`config.mk`:
```
export PLATFORM = sky130hd
export DESIGN_NAME = brace_template_scanner
export DESIGN_NICKNAME = d
export VERILOG_FILES = /design/src/hdl/bts_pkg.sv /design/src/hdl/bts_scan.sv /design/src/hdl/brace_template_scanner.sv
export SDC_FILE = /design/constraint.sdc
export NUM_CORES = 1
export LEC_CHECK = 0
export BUFFER_PORTS_ARGS = -buffer_cell sky130_fd_sc_hd__clkbuf_2
export CAP_MARGIN = 20
export CELL_PAD_IN_SITES_DETAIL_PLACEMENT = 1
export CELL_PAD_IN_SITES_GLOBAL_PLACEMENT = 2
export CORE_ASPECT_RATIO = 1.1
export CORE_MARGIN = 2
export CORE_UTILIZATION = 39
export DETAILED_ROUTE_END_ITERATION = 16
export GPL_TIMING_DRIVEN = 0
export HOLD_SLACK_MARGIN = 0.02
export PLACE_DENSITY = 0.92
export SLEW_MARGIN = 15
export SYNTH_ARGS = -nofsm -noshare
export SYNTH_HDL_FRONTEND = slang
export SYNTH_SLANG_ARGS = --single-unit
export TNS_END_PERCENT = 100
```
`constraint.sdc`:
```
create_clock -name clk -period 7.1 [get_ports clk]
set_clock_uncertainty 0.15 [all_clocks]
set_input_delay 2.13 -clock clk [delete_from_list [all_inputs] [get_ports clk]]
set_output_delay 2.13 -clock clk [all_outputs]
set_load 0.005 [all_outputs]
```
`src/hdl/bts_pkg.sv`:
```
`timescale 1ns / 1ps
// ----------------------------------------------------------------------------
// bts_pkg
// Shared constants, scan mode codes and the per-byte result record of the
// brace template scanner.
// ----------------------------------------------------------------------------
package bts_pkg;

  // default nesting limit
  localparam int BTS_MAX_DEPTH = 255;

  // character codes
  localparam logic [7:0] CH_LBRACE = 8'h7B;
  localparam logic [7:0] CH_RBRACE = 8'h7D;
  localparam logic [7:0] CH_SQUOTE = 8'h27;
  localparam logic [7:0] CH_DQUOTE = 8'h22;
  localparam logic [7:0] CH_BTICK  = 8'h60;
  localparam logic [7:0] CH_BSLASH = 8'h5C;

  // scan modes
  localparam logic [2:0] MODE_TEXT  = 3'd0;
  localparam logic [2:0] MODE_OPEN  = 3'd1;
  localparam logic [2:0] MODE_CLOSE = 3'd2;
  localparam logic [2:0] MODE_EXPR  = 3'd3;
  localparam logic [2:0] MODE_QUOTE = 3'd4;
  localparam logic [2:0] MODE_ESC   = 3'd5;

  // quote kinds
  localparam logic [1:0] QK_NONE   = 2'd0;
  localparam logic [1:0] QK_SINGLE = 2'd1;
  localparam logic [1:0] QK_DOUBLE = 2'd2;
  localparam logic [1:0] QK_BTICK  = 2'd3;

  // classification of one byte
  typedef struct packed {
    logic [7:0] char_out;
    logic       to_text;
    logic       to_expr;
    logic       expr_open;
    logic       expr_close;
    logic       unterminated;
    logic       depth_overflow;
    logic       end_of_string;
  } bts_res_t;

  // closing character of a quote kind
  function automatic logic [7:0] quote_char(input logic [1:0] kind);
    logic [7:0] ch;
    case (kind)
      QK_SINGLE: ch = CH_SQUOTE;
      QK_DOUBLE: ch = CH_DQUOTE;
      default:   ch = CH_BTICK;
    endcase
    return ch;
  endfunction

endpackage

```
`src/hdl/bts_scan.sv`:
```
`timescale 1ns / 1ps
// ----------------------------------------------------------------------------
// bts_scan
// Scanner state (mode, quote kind, nesting depth) and the single-pass
// classification of one byte against that state.
// ----------------------------------------------------------------------------
module bts_scan #(
  parameter int MAX_DEPTH = bts_pkg::BTS_MAX_DEPTH
) (
  input  logic              clk,
  input  logic              rst_n,
  input  logic              step,
  input  logic [7:0]        byte_in,
  input  logic              last,
  output bts_pkg::bts_res_t res
);
  import bts_pkg::*;

  localparam int DEPTH_W = (MAX_DEPTH < 2) ? 1 : $clog2(MAX_DEPTH + 1);
  localparam logic [DEPTH_W-1:0] DEPTH_MAX = DEPTH_W'(MAX_DEPTH);
  localparam logic [DEPTH_W-1:0] DEPTH_ONE = DEPTH_W'(1);

  logic [2:0]         mode_r,  mode_nxt;
  logic [1:0]         qkind_r, qkind_nxt;
  logic [DEPTH_W-1:0] depth_r, depth_nxt;
  logic               as_text, as_expr;

  // classify the byte and work out the next state
  always_comb begin
    res          = '0;
    res.char_out = byte_in;
    res.end_of_string = last;
    mode_nxt  = mode_r;
    qkind_nxt = qkind_r;
    depth_nxt = depth_r;
    as_text   = 1'b0;
    as_expr   = 1'b0;

    case (mode_r)
      MODE_CLOSE: begin
        if (byte_in == CH_RBRACE) begin
          res.to_text = 1'b1;
          mode_nxt    = MODE_TEXT;
        end else begin
          as_text = 1'b1;
        end
      end
      MODE_OPEN: begin
        if (byte_in == CH_LBRACE) begin
          res.to_text = 1'b1;
          mode_nxt    = MODE_TEXT;
        end else begin
          res.expr_open = 1'b1;
          depth_nxt     = DEPTH_ONE;
          mode_nxt      = MODE_EXPR;
          as_expr       = 1'b1;
        end
      end
      MODE_EXPR: begin
        as_expr = 1'b1;
      end
      MODE_QUOTE: begin
        res.to_expr = 1'b1;
        if (byte_in == CH_BSLASH) begin
          mode_nxt = MODE_ESC;
        end else if (byte_in == quote_char(qkind_r)) begin
          mode_nxt  = MODE_EXPR;
          qkind_nxt = QK_NONE;
        end
      end
      MODE_ESC: begin
        res.to_expr = 1'b1;
        mode_nxt    = MODE_QUOTE;
      end
      default: begin
        as_text = 1'b1;
      end
    endcase

    // plain text, single braces held pending
    if (as_text) begin
      if (byte_in == CH_LBRACE) begin
        mode_nxt = MODE_OPEN;
      end else if (byte_in == CH_RBRACE) begin
        mode_nxt = MODE_CLOSE;
      end else begin
        mode_nxt    = MODE_TEXT;
        res.to_text = 1'b1;
      end
    end

    // expression body: nesting and quote entry
    if (as_expr) begin
      if (byte_in == CH_LBRACE) begin
        res.to_expr = 1'b1;
        if (depth_nxt >= DEPTH_MAX) begin
          depth_nxt          = DEPTH_MAX;
          res.depth_overflow = 1'b1;
        end else begin
          depth_nxt = depth_nxt + DEPTH_ONE;
        end
      end else if (byte_in == CH_RBRACE) begin
        if (depth_nxt <= DEPTH_ONE) begin
          depth_nxt      = '0;
          res.expr_close = 1'b1;
          mode_nxt       = MODE_TEXT;
        end else begin
          depth_nxt   = depth_nxt - DEPTH_ONE;
          res.to_expr = 1'b1;
        end
      end else begin
        res.to_expr = 1'b1;
        if (byte_in == CH_SQUOTE) begin
          mode_nxt  = MODE_QUOTE;
          qkind_nxt = QK_SINGLE;
        end else if (byte_in == CH_DQUOTE) begin
          mode_nxt  = MODE_QUOTE;
          qkind_nxt = QK_DOUBLE;
        end else if (byte_in == CH_BTICK) begin
          mode_nxt  = MODE_QUOTE;
          qkind_nxt = QK_BTICK;
        end
      end
    end

    // end of string: flag open expressions and restart
    if (last) begin
      res.unterminated = (mode_nxt == MODE_EXPR) || (mode_nxt == MODE_QUOTE) ||
                         (mode_nxt == MODE_ESC);
      mode_nxt  = MODE_TEXT;
      qkind_nxt = QK_NONE;
      depth_nxt = '0;
    end
  end

  // state update on each processed byte
  always_ff @(posedge clk) begin
    if (!rst_n) begin
      mode_r  <= MODE_TEXT;
      qkind_r <= QK_NONE;
      depth_r <= '0;
    end else if (step) begin
      mode_r  <= mode_nxt;
      qkind_r <= qkind_nxt;
      depth_r <= depth_nxt;
    end
  end

endmodule

```
`src/hdl/brace_template_scanner.sv`:
```
`timescale 1ns / 1ps
// ----------------------------------------------------------------------------
// brace_template_scanner
// Sorts template bytes into literal text and braced expression text.
// ----------------------------------------------------------------------------
// Usage:
//   in_*  : one template byte per transfer (in_byte_in) with in_last on the
//           final byte of a string. valid/ready handshake.
//   out_* : one classification per input byte, in order: the byte itself,
//           where it goes (text, expression or dropped), expression open and
//           close marks, unterminated and depth overflow flags, and an echo
//           of in_last.
//   From input transfer to out_valid a byte passes an input register, then
//   the scan logic into the result register. Throughput is one byte per
//   cycle while the receiver does not stall; the scanner state (mode, quote
//   kind and nesting depth) is updated once for each byte taken.
//   When the receiver stalls the result register holds; the input register
//   still takes a byte if it is empty, and in_ready drops while it is full.
//   Reset clears both registers' valid flags and returns the scanner to text
//   mode with zero depth; the state also returns there after every last byte.
// ----------------------------------------------------------------------------
module brace_template_scanner #(
  parameter int MAX_DEPTH = bts_pkg::BTS_MAX_DEPTH
) (
  input  logic       clk,
  input  logic       rst_n,
  input  logic       in_valid,
  output logic       in_ready,
  input  logic [7:0] in_byte_in,
  input  logic       in_last,
  output logic       out_valid,
  input  logic       out_ready,
  output logic [7:0] out_char_out,
  output logic       out_to_text,
  output logic       out_to_expr,
  output logic       out_expr_open,
  output logic       out_expr_close,
  output logic       out_unterminated,
  output logic       out_depth_overflow,
  output logic       out_end_of_string
);
  import bts_pkg::*;

  logic       in_valid_r;
  logic [7:0] in_byte_r;
  logic       in_last_r;
  logic       out_valid_r;
  bts_res_t   res;
  bts_res_t   res_r;
  logic       advance;

  // move a byte from the input register into the result register
  assign advance  = in_valid_r && (!out_valid_r || out_ready);
  assign in_ready = !in_valid_r || advance;

  // input register
  always_ff @(posedge clk) begin
    if (!rst_n) begin
      in_valid_r <= 1'b0;
    end else if (in_ready) begin
      in_valid_r <= in_valid;
    end
  end

  always_ff @(posedge clk) begin
    if (in_valid && in_ready) begin
      in_byte_r <= in_byte_in;
      in_last_r <= in_last;
    end
  end

  bts_scan #(
    .MAX_DEPTH(MAX_DEPTH)
  ) u_scan (
    .clk    (clk),
    .rst_n  (rst_n),
    .step   (advance),
    .byte_in(in_byte_r),
    .last   (in_last_r),
    .res    (res)
  );

  // result register
  always_ff @(posedge clk) begin
    if (!rst_n) begin
      out_valid_r <= 1'b0;
    end else if (advance) begin
      out_valid_r <= 1'b1;
    end else if (out_ready) begin
      out_valid_r <= 1'b0;
    end
  end

  always_ff @(posedge clk) begin
    if (advance) begin
      res_r <= res;
    end
  end

  assign out_valid          = out_valid_r;
  assign out_char_out       = res_r.char_out;
  assign out_to_text        = res_r.to_text;
  assign out_to_expr        = res_r.to_expr;
  assign out_expr_open      = res_r.expr_open;
  assign out_expr_close     = res_r.expr_close;
  assign out_unterminated   = res_r.unterminated;
  assign out_depth_overflow = res_r.depth_overflow;
  assign out_end_of_string  = res_r.end_of_string;

  // a byte goes to at most one destination
  a_one_dest: assert property (@(posedge clk) disable iff (!rst_n)
    out_valid |-> !(out_to_text && out_to_expr))
    else $error("byte sent to both text and expression");

  // the closing brace of an expression is dropped
  a_close_dropped: assert property (@(posedge clk) disable iff (!rst_n)
    (out_valid && out_expr_close) |-> (!out_to_text && !out_to_expr))
    else $error("expression close brace was appended");

  // unterminated is only reported at the end of a string
  a_unterm_last: assert property (@(posedge clk) disable iff (!rst_n)
    (out_valid && out_unterminated) |-> out_end_of_string)
    else $error("unterminated flagged before end of string");

  // an overflowing brace is still expression text
  a_ovf_expr: assert property (@(posedge clk) disable iff (!rst_n)
    (out_valid && out_depth_overflow) |-> (out_to_expr && !out_to_text))
    else $error("overflow outside expression text");

endmodule

```
# [Word level (Yosys, flattened, before mapping)]
# Cells that the tools add are included.
[word_totals] reg_bits=39 input_bits=13 output_inout_bits=17 elab_cells=107
[op_classes] add_sub_neg=2 magnitude_cmp=2 eq_ne=17 mux=56 bitwise=2 n_reduce_logical=13
[op_table] operator="$mux 8" count=10
[op_table] operator="$mux 3" count=13
[op_table] operator="$eq 8x7->1 const B" count=4
[op_table] operator="$mux 2" count=12
[op_table] operator="$eq 8x6->1 const B" count=2
[op_table] operator="$mux 1" count=16
[op_table] operator="$pmux 7 s2" count=1
[op_table] operator="$eq 3x3->1 const B" count=4
[op_table] operator="$pmux 3 s4" count=1
[op_table] operator="$eq 3x2->1 const B" count=3
[op_table] operator="$add 8x1->8 const B" count=1
[op_table] operator="$eq 8x8->1" count=1
[op_table] operator="$ge 8x8->1 const B" count=1
[op_table] operator="$le 8x1->1 const B" count=1
[op_table] operator="$sub 8x1->8 const B" count=1
[op_table] operator="$pmux 1 s2" count=3
[op_table] operator="$logic_or 1x1->1" count=4
[op_table] operator="$reduce_or 4->1" count=1
[op_table] operator="$eq 3x1->1 const B" count=1
[op_table] operator="$reduce_or 3->1" count=1
[op_table] operator="$eq 2x1->1 const B" count=1
[op_table] operator="$eq 2x2->1 const B" count=1
[op_table] operator="$logic_and 1x1->1" count=2
[op_table] operator="$logic_not 1->1" count=2
[op_table] operator="other kinds (4)" count=5

# [Longest topological paths before layout]
# Gate-level depths: netlist of run 1.
[logic_depth] word_depth=18 ltp_mapped=14

# [Modules after synthesis]
# A second synthesis of run 1 with hierarchy kept.
[hier_totals] cells_unflattened=242 area_unflattened_um2=2371.0
[modules_own_cells] mod="bts_scan" instances=1 cells_per_inst=209 area_per_inst_um2=1546.5
[modules_own_cells] mod="brace_template_scanner" instances=1 cells_per_inst=33 area_per_inst_um2=824.5

# [Worst setup path before layout of run 1]
# Ideal clock, no wire load.
[synth_timing] path_type="input to output" startpoint="input out_ready" endpoint="output in_ready" arrival_ps=2374 required_ps=4820 path_slack_ps=2446 path_stages=2 path_buffers=0 cell_sequence="nor2b_1 -> nand2_1"
[synth_between] elab_chain_len=3
[synth_rtl] item="start, declared" line_no="brace_template_scanner.sv:32" rtl="input logic out_ready,"
[synth_rtl] item="$logic_or 1x1->1" line_no="brace_template_scanner.sv:53" rtl="assign advance = in_valid_r && (!out_valid_r || out_ready);"
[synth_rtl] item="$logic_and 1x1->1" line_no="brace_template_scanner.sv:53"
[synth_rtl] item="$logic_or 1x1->1" line_no="brace_template_scanner.sv:54" rtl="assign in_ready = !in_valid_r || advance;"
[synth_rtl] item="end, declared" line_no="brace_template_scanner.sv:28" rtl="output logic in_ready,"
# No other way between the ends.

# [Final worst setup path of run 1]
# Same ends and word-level chain as after synthesis.

==> summary by stage, run 1 <==
Run status
The run finished with clean final reports.

Power and ir drop
The analysis attributes to cell leakage a power of 0.000982 uW. The portion of total power attributed to the clock network is 0.410. VDD sags by at most between 0.00008 and 0.00009 V. For this design the ratio of total power to cell area is 178 mW/mm2.

The fraction of power consumed by combinational cells is 0.059. The net switching power of the design is ~110 uW. Of the total power, registers draw 0.530. Summing internal, switching and leakage power gives between 400 and 500 uW. The switching part of the total is 0.235.

Cell internal power was estimated by the tool at between 300 and 400 uW.

Clocking
The number of levels in the clock H-tree is 2. The clock tree from TritonCTS is yes. The hold buffer count at CTS is 0. After clock tree synthesis, the clock-pin slew on the worst setup and hold paths is approximately 0.08 ns. Post-CTS repair changed the size of 0 cells.

In this run the clock root is driven by a clkbuf_8. The maximum count of clock buffers along a single path is 2. Counting the buffers created by CTS gives 5. The total setup buffers inserted after CTS is 0. The clock net sink count is 39. The clock reaches the later pin of the worst-skew pair after 0.30 ns.

Timing
Summed over all failing endpoints, the final setup total negative slack is 0 ns. The post-layout minimum cycle time is 4.89 ns. The post-route clock period utilization is 0.689. Measured against its own limit, the worst slew margin works out to 0.554.

The max-slew violation total from the final report is 0. The final-report hold violation count is 0. Setup repair after global routing left no endpoint under its margin. Static timing analysis puts the maximum clock frequency at between 200 and 250 MHz. Setup violations remaining at the end of the flow were counted as 0.

At the pin with the least slew margin, the transition time is around 0.67 ns.

Routing
The violation count after the first detailed-routing iteration is approximately 160. The number of vias in the routed layout is about 2100. In the detailed route, the total length drawn on met3 is 235 um. The routed wire length per instance is approximately 17 um. The first detailed-routing pass took 4 iterations. The uppermost layer routed is met4. Dividing the detail-routed via count by the number of cells gives just under 6. The amount of wire on met2 after detailed routing is between 3000 and 4000 um. The number of nets still failing antenna checks after routing is 0. The detailed router put a total of 2810 um of wire on met1. The DRC violations left is 0.

Wires add up to 6260 um.

Die
The die is 85.1 um tall. The overall die width is 77.7 um. The die covers around 0.0066 mm2. The initial utilization of the core area, before any placement, comes to 0.404. During I/O placement, the number of pins put on the boundary was 30. The row count is 29.

The total area inside the core boundary comes to slightly below 0.006 mm2.

Worst setup path
The library cell contributing the largest single delay on the critical path is nor2b_1. At the worst endpoint, the required time is 4.82 ns. The signal arrival time at the worst endpoint is roughly 2.6 ns. The number of buffers and inverters on the critical path is 2. The critical path endpoint category is an output port. The startpoint kind of the worst setup timing path is an input pin. The critical path class is input pin to output port. The signal on the critical path passes through clkbuf_2, nor2b_1, nand2_1, clkbuf_2. The biggest cell delay along the critical path is ~0.18 ns. The kind of cell with the highest combined delay along the critical path is simple AND/OR/NAND/NOR gates. Along the worst path, the maximum fanout reaches 3. In this design, the critical path's most frequently occurring cell is clkbuf_2.

Final layout
At the end of the flow, the number of nets in the layout was just under 300. In the final layout, the multi-input gates occupy between 0.001 and 0.0015 mm2. The area growth from synthesis to layout is 15.4%. Counting the fill cells in the layout gives approximately 680. The share of final-layout standard cells stronger than drive strength 1 is 0.206. In the final layout, flip-flops and latches occupy between 0.001 and 0.0015 mm2. The number of antenna diodes in the final layout is 0.

Synthesis
The largest total area in the synthesized netlist belongs to edfxtp_1. The mean area per synthesized cell is between 9 and 10 um2. The post-synthesis net count is approximately 260. The synthesized design contains 39 register bits. The most used flip-flop cell after synthesis is edfxtp_1.

After synthesis, the share of flip-flops with an asynchronous set or reset is 0. The number of synthesized flops with an enable pin is 24. The post-synthesis cell type count is 66. In the synthesized netlist, the cells that appear most often are 24 x edfxtp_1, 21 x nand2_1, 21 x nor2_1, 15 x dfxtp_1. The share of Yosys cell area claimed by the top area cell type is 0.309. Ranked by total cell area, the synthesized netlist is headed by edfxtp_1 31%, dfxtp_1 13%, nand2_1 3.4%, nor2_1 3.4%, a21oi_1 2.6%.

Synthesis produced roughly 240 cells. The most common cell in the synthesized netlist is edfxtp_1. For this run, the number of Yosys warnings is 0. The netlist area before placement is 0.00233 mm2.

The sequential element share of the synthesized area is 0.438.

Global route
The number of antenna violations at the first check in global routing is 0. Entering global routing, the biggest net connects 19 pins. The total global-route track usage is 0.203.

The number of global-route vias before repair is around 2100. The global route total overflow is 0. The first global-routing pass estimated about 11000 um of wire.

Place
The count of input and output buffers is 29. Detailed placement ended at an HPWL of roughly 4600 um. The final RePlAce weighted congestion is 0.841.

Hold path
The min-delay analysis places its worst path in the category flop to flop.

Job
The max-capacitance violation count is 0.
==> power groups by stage <==
stage / registers [uW] / logic, uW / clock network (uW)
after global placement: 259 / 27.4 / 0
after global routing: 255 / 31.5 / 207
final: 254 / 28.3 / 197
after CTS: 254 / 28.6 / 201
after floorplan: 258 / 15.6 / 0
after detailed placement: 259 / 28.4 / 0
==> final cells by class <==
type	count	area share
Multi-Input combinational cell	181	0.449
Sequential cell	39	0.380
Timing Repair Buffer	29	0.0540
Tap cell	77	0.0358
Buffer	14	0.0247
Inverter	10	0.0140
Clock buffer	5	0.0256
Clock inverter	3	0.0177
==> registers in the layout, indices dropped and copies added, names as in the netlist, 2 cells and up <==
name and count:
in_byte_r 8, u_scan.depth_r 8, u_scan.qkind_r 2, out_char_out 8, u_scan.mode_r 3
==> cell usage in the layout, fill, tap and decap left out, types with 7 or more instances in the layout <==
| master | instances |
|---|---|
| edfxtp_1 | 24 |
| o21ai_0 | 12 |
| clkbuf_2 | 29 |
| inv_1 | 9 |
| nand2b_1 | 8 |
| clkbuf_1 | 8 |
| dfxtp_1 | 15 |
| nand2_1 | 21 |
| nor2_1 | 21 |
| nand3_1 | 7 |
| a21oi_1 | 12 |
==> path summary, 6_finish.rpt <==
| check | from | to | slack [ns] | cells after the start |
|---|---|---|---|---|
| worst max register to register | in_byte_r[2] | u_scan.depth_r[1] | 3.90 | 13 |
| worst min-delay path | in_byte_r[2] | out_char_out[2] | 0.32 | 0 |
| worst min register to register | in_byte_r[2] | out_char_out[2] | 0.32 | 0 |
| worst max-delay path | out_ready | in_ready | 2.21 | 4 |
==> cell families (layout without fill, tap and decap cells) <==
family,count (synthesis),in the layout,share of synthesized area
compound gates,74,74,0.225
xor+xnor,3,3,0.0113
fa+ha+maj,4,4,0.0215
buf+inv,24,61,0.0445
flops,39,39,0.438
simple gates,100,100,0.259
==> metrics by stage <==
step | cells | util | setup WS (ns) | hold WS (ns) | area [um2]
after floorplan | 244 | - | 2.45 | 0.271 | 2330
after global placement | 350 | 0.446 | 2.22 | 0.278 | 2570
after detailed placement | 350 | 0.446 | 2.20 | 0.297 | 2570
after CTS | 358 | 0.466 | 2.19 | 0.319 | 2690
after global routing | 358 | 0.466 | 2.15 | 0.334 | 2690
final | 358 | 0.466 | 2.21 | 0.317 | 2690
==> metal layers <==
metal  global-route usage  vias to the layer above
li1                     -                      992
met1                0.268                     1013
met2                0.339                       53
met3               0.0319                        8
met4               0.0731                        0
met5                    0                        -
No activity file was read; power rests on OpenSTA's default activity.
==> run 2: changes to the inputs <==
--- a/config.mk
+++ b/config.mk
@@ -11,11 +11,11 @@
 export CELL_PAD_IN_SITES_GLOBAL_PLACEMENT = 2
 export CORE_ASPECT_RATIO = 1.1
 export CORE_MARGIN = 2
-export CORE_UTILIZATION = 39
+export CORE_UTILIZATION = 33
 export DETAILED_ROUTE_END_ITERATION = 16
 export GPL_TIMING_DRIVEN = 0
 export HOLD_SLACK_MARGIN = 0.02
-export PLACE_DENSITY = 0.92
+export PLACE_DENSITY = 0.83
 export SLEW_MARGIN = 15
 export SYNTH_ARGS = -nofsm -noshare
 export SYNTH_HDL_FRONTEND = slang
==> constraint.sdc (replaced) <==
create_clock -name clk -period 3.9 [get_ports clk]
set_clock_uncertainty 0.15 [all_clocks]
set_input_delay 1.17 -clock clk [delete_from_list [all_inputs] [get_ports clk]]
set_output_delay 1.17 -clock clk [all_outputs]
set_load 0.005 [all_outputs]
==> run 2 against run 1 <==
Effect of this change:
- via count rose by 1.4%
- sequential power increased by 82%
- register-to-register slack got worse by 3.2 ns
- critical path depth rose by 9
- worst setup slack worse by 1.5 ns
- routed wire length grew 2.8%
- final cell count grew 2.2%
- die area grew 17%
- clock power is 89% higher
- combinational power grew 81%
- sequential share of layout area decreased by 0.21 points
- critical path type is now flop to flop
- critical endpoint is now u_scan.depth_r[1]
- largest cell class unchanged
==> summary by stage, run 2 (same netlist as run 1, synthesis figures left out) <==
Run status
The flow ran to the end, and the final reports show no timing, DRC or antenna violations.

Timing
For the pin with the worst max-slew slack, the measured transition is 0.735 ns. The post-route clock period utilization is 0.814. The final-report hold violation count is 0.

The post-layout minimum cycle time is about 3.2 ns. The max-slew violation total from the final report is 0. The count of endpoints failing setup in the final report is 0.

The relative slew slack is 0.509. Setup repair after global routing left no endpoint under its margin. The maximum clock frequency is 315 MHz. After routing, the total negative slack on setup checks comes to 0 ns.

Place
The placed standard-cell area is between 0.002 and 0.003 mm2. The count of input and output buffers is 29. Detailed placement ended at an HPWL of 4750 um.

The final RePlAce weighted congestion is roughly 0.90. After detailed placement, the design holds a cell count of approximately 360.

Final layout
In the layout the commonest cells are 29 x clkbuf_2, 24 x edfxtp_1, 21 x nand2_1, 21 x nor2_1, 15 x dfxtp_1. The number of antenna diodes is 0. After routing the design area is around 0.0027 mm2. The area growth from synthesis to layout is 16.0%. The finished layout holds 366 standard cells, fillers aside. The final-layout fill cell count is 840. The number of nets in the final layout is just under 300. The commonest non-fill, non-tap cell in the layout is clkbuf_2. Of the cells placed in the final design, the portion with a size suffix greater than 1 is 0.206.

Worst setup path
The worst setup path is captured at a flop. The worst setup path is launched from a flop. The signal on the critical path passes through buf_2, nand4b_1, or2_1, buf_2, nand3_2, nand2_1, ha_1, nor2_1, inv_1, a21oi_1, a22oi_1, o32ai_1, and3_1. For this run, the slowest stage of the critical path takes 0.39 ns. Data arrives at the worst endpoint at 3.28 ns. The highest fanout seen on the critical path is 9.

The cell with the most instances on the worst path is buf_2. The library cell contributing the largest single delay on the critical path is edfxtp_1. The required time of the critical path is about 4 ns. The critical path class is flop to flop.

Clocking
Gates resized during post-CTS repair numbered 0. The root cell of the clock tree is clkbuf_8. TritonCTS created 5 clock buffers. The source-to-sink clock delay at the later pin of the worst-skew pair is 0.30 ns. The clock net sink count is 39. TritonCTS built the clock tree. The maximum count of clock buffers along a single path is 2. After clock tree synthesis, the clock-pin slew on the worst setup and hold paths is roughly 0.090 ns.

The hold buffer count at CTS is 0. Once the clock tree was built, the setup fixing pass inserted 0 buffers. In this run the number of H-tree levels came out at 2.

Global route
After global routing the overflow that remains totals 0. The busiest layer in global routing is met2. For met3 alone, demand over resource in global routing was 0.0297. Across every metal layer, demand over resource in global routing totals 0.173.

The first global-routing pass estimated between 10000 and 15000 um of wire. The number of antenna violations at the first check in global routing came to 0. The met1 usage in global routing is 0.223. Entering global routing, the biggest net connects 19 pins. The met2 track demand over resource is 0.295.

The number of global-route vias before repair is 2043.

Routing
The routed wire length per instance is 17.6 um. The DRC violations left is 0. The average vias per placed instance is 5.72. The number of detailed-route iterations in the first pass is 7. The number of nets still failing antenna checks after routing is 0.

The final layout contains routed wiring with a total length of 6430 um. The first routing iteration left 132 violations. For this block, the via count after detailed routing is 2095.

Power and ir drop
Of the total power, combinational logic draws 0.058. The worst supply voltage drop on vdd is 0.000166 V. Of the total power, the share spent switching nets is 0.229. Cell internal power was estimated by the tool at ~680 uW. In this run the power spent charging and discharging nets is roughly 200 uW. Of the total power, registers draw 0.523.

The portion of total power attributed to the clock network is 0.420. The design draws ~890 uW. Power spread over the standard cell area amounts to 328 mW/mm2. The static leakage is approximately 0.001 uW.

Die
The floorplan has 32 rows. The initial utilization of the core area, before any placement, comes to 0.337. The core region is just under 0.007 mm2. The overall die width is around 84 um.

The I/O pin count is 30. The y dimension of the die is ~92 um. The die covers roughly 0.0078 mm2.

Hold path
The worst hold-check path type is flop to flop.

Job
Across the run, the number of max-cap violations was 0.
==> run 2: cell type report <==
cell class	count	area, um2	share of cell area
clock buffers	6	82.6	0.0305
plain buffers	14	66.3	0.0245
flip-flops and latches	39	1020	0.378
clock inverters	2	38.8	0.0143
inverters	10	37.5	0.0139
multi-input cells	181	1210	0.446
well taps	85	106	0.0393
repair buffers	29	145	0.0537
==> run 2: power groups by stage <==
stage                     clock network [uW]  logic, uW  registers (uW)
after global placement                     0       51.1             472
after CTS                                378       52.0             463
final                                    372       51.2             463
after detailed placement                   0       51.9             473
after global routing                     394       57.2             465
after floorplan                            0       28.3             470
==> run 2: metrics by stage <==
stage	hold slack (ns)	utilization	setup WS [ns]
floorplan	0.271	-	1.17
global placement	0.276	0.373	0.754
detailed placement	0.302	0.373	0.734
CTS	0.322	0.390	0.745
global route	0.338	0.390	0.487
finish	0.316	0.390	0.727
==> run 2: metal layers <==
layer | part of all wire | routed length, um | up-vias
met5 | 0 | 0 | -
met4 | 0.014 | 89 | 0
met3 | 0.049 | 313 | 9
met2 | 0.49 | 3140 | 52
met1 | 0.45 | 2890 | 1038
li1 | - | - | 996
==> run 2: path summary, 6_finish.rpt <==
check,start,to,slack (ns),depth (start not counted)
max,in_byte_r[2],u_scan.depth_r[1],0.73,13
min reg2reg,in_byte_r[2],out_char_out[2],0.32,0
max reg2reg,in_byte_r[2],u_scan.depth_r[1],0.73,13
min,in_byte_r[2],out_char_out[2],0.32,0
==> run 2: worst max-delay path: cells and delay by family, from the launching register on <==
kind / cells / cell delay, ns
AND/OR/NAND/NOR: 6 / 1.14
AO/OA/AOI/OAI: 3 / 0.71
buffers and inverters: 3 / 0.45
flip-flops: 1 / 0.39
adder cells (fa/ha/maj): 1 / 0.28
==> run 3: changes to the inputs <==
--- a/config.mk
+++ b/config.mk
@@ -5,17 +5,18 @@
 export SDC_FILE = /design/constraint.sdc
 export NUM_CORES = 1
 export LEC_CHECK = 0
+export ABC_AREA = 1
 export BUFFER_PORTS_ARGS = -buffer_cell sky130_fd_sc_hd__clkbuf_2
 export CAP_MARGIN = 20
 export CELL_PAD_IN_SITES_DETAIL_PLACEMENT = 1
 export CELL_PAD_IN_SITES_GLOBAL_PLACEMENT = 2
 export CORE_ASPECT_RATIO = 1.1
 export CORE_MARGIN = 2
-export CORE_UTILIZATION = 33
+export CORE_UTILIZATION = 34
 export DETAILED_ROUTE_END_ITERATION = 16
 export GPL_TIMING_DRIVEN = 0
 export HOLD_SLACK_MARGIN = 0.02
-export PLACE_DENSITY = 0.83
+export PLACE_DENSITY = 0.87
 export SLEW_MARGIN = 15
 export SYNTH_ARGS = -nofsm -noshare
 export SYNTH_HDL_FRONTEND = slang
==> constraint.sdc (replaced) <==
create_clock -name clk -period 3 [get_ports clk]
set_clock_uncertainty 0.15 [all_clocks]
set_input_delay 0.9 -clock clk [delete_from_list [all_inputs] [get_ports clk]]
set_output_delay 0.9 -clock clk [all_outputs]
set_load 0.005 [all_outputs]
==> run 3 against run 2 <==
Effect of this change:
- routed wire length increased by 5.4%
- global-route usage is 0.57 points higher
- synthesized area up 1.5%
- clock power is 50% higher
- clock-buffer cell count decreased by 1
- sequential cell count did not move
- combinational power is 33% higher
- critical endpoint is now u_scan.depth_r[0]
==> summary by stage, run 3 <==
Run status
The run finished with clean final reports.

Worst setup path
The critical path class is flop to flop. The critical path ends at u_scan.depth_r[0]. The setup slack of the most critical reg-to-reg path is about 0.24 ns.

The length in cells of the worst reg-to-reg path is 14. For the worst setup path, the data required time is 3.08 ns. The critical path endpoint category is a flop. STA classifies the critical path startpoint as a flop. In this run the critical register-to-register path is launched from in_byte_r[2]. Data on the critical path arrives at its endpoint at 2.85 ns. The highest fanout seen on the critical path is 10. The start point of the critical path is in_byte_r[2]. In this run the critical register-to-register path is captured at u_scan.depth_r[0].

Timing
Setup violations remaining at the end of the flow were counted as 0. Of the available clock period, the critical path in the final layout requires 0.921. The final-report hold violation count is 0.

After layout, the worst setup slack is around 0.24 ns. The post-layout minimum cycle time is around 2.8 ns. The relative slew slack is 0.605. The max-slew violation total from the final report came to 0.

The pin slew with the least headroom to its limit is approximately 0.6 ns. Static timing analysis puts the maximum clock frequency at approximately 360 MHz.

Place
The count of input and output buffers is 29. The placement-stage worst setup slack is around 0.15 ns. The half-perimeter wire length of the detailed placement result is approximately 5000 um. The final RePlAce weighted congestion is between 0.8 and 0.9. Once placement finished, the instance area stood at roughly 0.0026 mm2.

Clocking
TritonCTS built the clock tree. The post-CTS clock slew at the launch and capture registers of the worst setup and hold paths is roughly 0.090 ns. The hold buffer count at CTS is 0. The cell sitting at the root of the clock tree is a clkbuf_8. The number of levels in the clock H-tree is 2. The number of buffers added by the clock tree synthesis step is 5.

The maximum count of clock buffers along a single path is 2. Clock latency on the worst-skew pair, taken at its later pin, is about 0.30 ns. CTS saw 39 sinks.

Synthesis
When the netlist entered floorplanning its net count stood at between 300 and 400. Of the post-synthesis cell area, the dominant cell type holds 0.305. For this run, the register share of the synthesized area comes to 0.432. After synthesis, the share of flip-flops with an asynchronous set or reset is 0. The mean area per synthesized cell is 7.81 um2.

The post-synthesis cell type count is 37. The synthesized instance count is slightly above 300. During synthesis, Yosys emitted a total of 0 warnings. The commonest cells after synthesis are 72 x nand2_1, 41 x inv_1, 25 x nor2_1, 24 x edfxtp_1, 22 x a21oi_1. The leading area contributor after synthesis is edfxtp_1. The most used flip-flop cell after synthesis is edfxtp_1. After synthesis, the cell types taking the most area are edfxtp_1 30%, dfxtp_1 13%, nand2_1 11%, inv_1 6.5%, a21oi_1 4.7%. nand2_1 is the most common cell in the netlist. In this run the cell area of the synthesized design comes to 0.00237 mm2. Yosys mapped a number of flops with a built-in enable equal to 24. The synthesized design contains 39 register bits.

Final layout
The sequential cells in the finished layout cover a total of 0.00102 mm2. The number of antenna diodes is 0. The number of nets in the final layout is approximately 360.

In the layout the commonest cells are 72 x nand2_1, 40 x inv_1, 29 x clkbuf_2, 25 x nor2_1, 24 x edfxtp_1. The final instance area is ~0.0028 mm2. The commonest non-fill, non-tap cell in the layout is nand2_1. The share of final-layout standard cells stronger than drive strength 1 is 0.210. The final-layout fill cell count is around 850. From synthesis to final layout, the design area changed by 18.8%. At the end of the flow the core is filled with cells to 0.421. In the final layout, the multi-input gates occupy 0.00115 mm2.

Global route
The number of global-route vias before repair is around 2200. The first global-routing pass estimated about 11000 um of wire. The total global-route track usage is 0.179. The number of antenna violations at the first check in global routing is 0. Global routing finished with a remaining overflow of 0. The largest net degree at the start of global routing is 16.

Routing
The number of vias in the routed layout is about 2200. After detailed routing, the number of remaining DRC violations is 0. For this block, the routed nets add up to around 6800 um of wire. The number of detailed-route iterations in the first pass is 4. The violation count after the first detailed-routing iteration is 120.

After detailed routing, the number of vias per cell comes to roughly 5.2. Once detail routing completed, the nets flagged for antenna violations numbered 0. After detailed routing, the average wire length per cell comes to 15.8 um.

Hold path
The worst hold path belongs to the class flop to flop.

Die
The y dimension of the die is 91.5 um. The floorplan has 31 rows. Measured along the x axis, the die boundary spans approximately 84 um. For this configuration, the core starts out at a cell density of 0.355.

Pin placement for this block handled 30 I/O pins. The core region is 0.00667 mm2. The floorplan step defined a die boundary enclosing 0.00764 mm2.

Power and ir drop
The static leakage is between 0.001 and 0.0015 uW. The worst supply voltage drop on vdd is 0.000248 V. The total power of the final layout is about 1200 uW. Dividing total power by cell area gives a power density of approximately 440 mW/mm2.

Job
The tool flagged a number of max-cap violations equal to 0.
run 3: cell count changes after synthesis, moves of 5 or more:
cell	previous run	this run
inv_1	9	41
nand2_1	21	72
nand4_1	1	8
nand2b_1	8	0
a21oi_1	12	22
nand3_1	7	21
clkbuf_1	8	3
nand2_2	0	5
run 3: timing repair:
item	CTS	global route
gates resized for setup	0	3
setup endpoints to repair	0	6
setup buffers	0	7
run 3: how the worst min path moves through the flow:
stage | startpoint | end | cells past startpoint
2_1_floorplan | u_scan.qkind_r[1] | u_scan.qkind_r[1] | 2
3_3_place_gp | u_scan.qkind_r[1] | u_scan.qkind_r[1] | 2
3_5_place_dp | in_byte_r[5] | out_char_out[5] | 0
4_1_cts | in_byte_r[5] | out_char_out[5] | 0
5_1_grt | in_byte_r[7] | out_char_out[7] | 0
6_report | u_scan.qkind_r[1] | u_scan.qkind_r[1] | 2
run 3: cell type report:
type | instances | area share
plain buffers | 6 | 0.0147
flip-flops and latches | 39 | 0.363
clock inverters | 3 | 0.0254
multi-input cells | 216 | 0.409
repair buffers | 36 | 0.0703
clock buffers | 5 | 0.0245
well taps | 82 | 0.0365
inverters | 42 | 0.0561
run 3: cell families after synthesis:
logic type               after synthesis  share of synthesized area
AO/OA/AOI/OAI                         58                      0.139
AND/OR/NAND/NOR                      152                      0.317
flip-flops                            39                      0.432
adder cells (fa/ha/maj)                4                     0.0212
buffers and inverters                 48                     0.0841
XOR/XNOR                               2                    0.00740
run 3: power by group:
group          switching, uW  internal, uW  leakage [uW]  total, uW
Clock                    220           338     0.0000703        558
Combinational           42.3          25.6      0.000734       67.9
Sequential              12.6           589      0.000343        601
run 3: critical path: stages (launching register included):
cell and delay, ns:
edfxtp_1 0.47, inv_2 0.11, nand2_1 0.09, nor2_4 0.12, nand2_4 0.12, nand2_8 0.13
buf_12 0.15, nand2_1 0.09, ha_1 0.21, or2_2 0.30, nand4_1 0.16, nand2_1 0.13
o21ai_0 0.19, o21ai_0 0.11, a21oi_1 0.14
run 3: routing by layer:
layer / global-route usage / wire length, um
met2: 0.308 / 3390
met1: 0.231 / 3110
met3: 0.0245 / 162
met5: 0 / 0
met4: 0.0618 / 119
run 3: per-stage QoR:
stage / setup TNS (ns) / std cells / hold slack [ns]
floorplan: 0 / 303 / 0.293
global placement: 0 / 414 / 0.304
detailed placement: 0 / 414 / 0.319
CTS: 0 / 422 / 0.341
global route: -0.0262 / 429 / 0.353
finish: 0 / 429 / 0.334
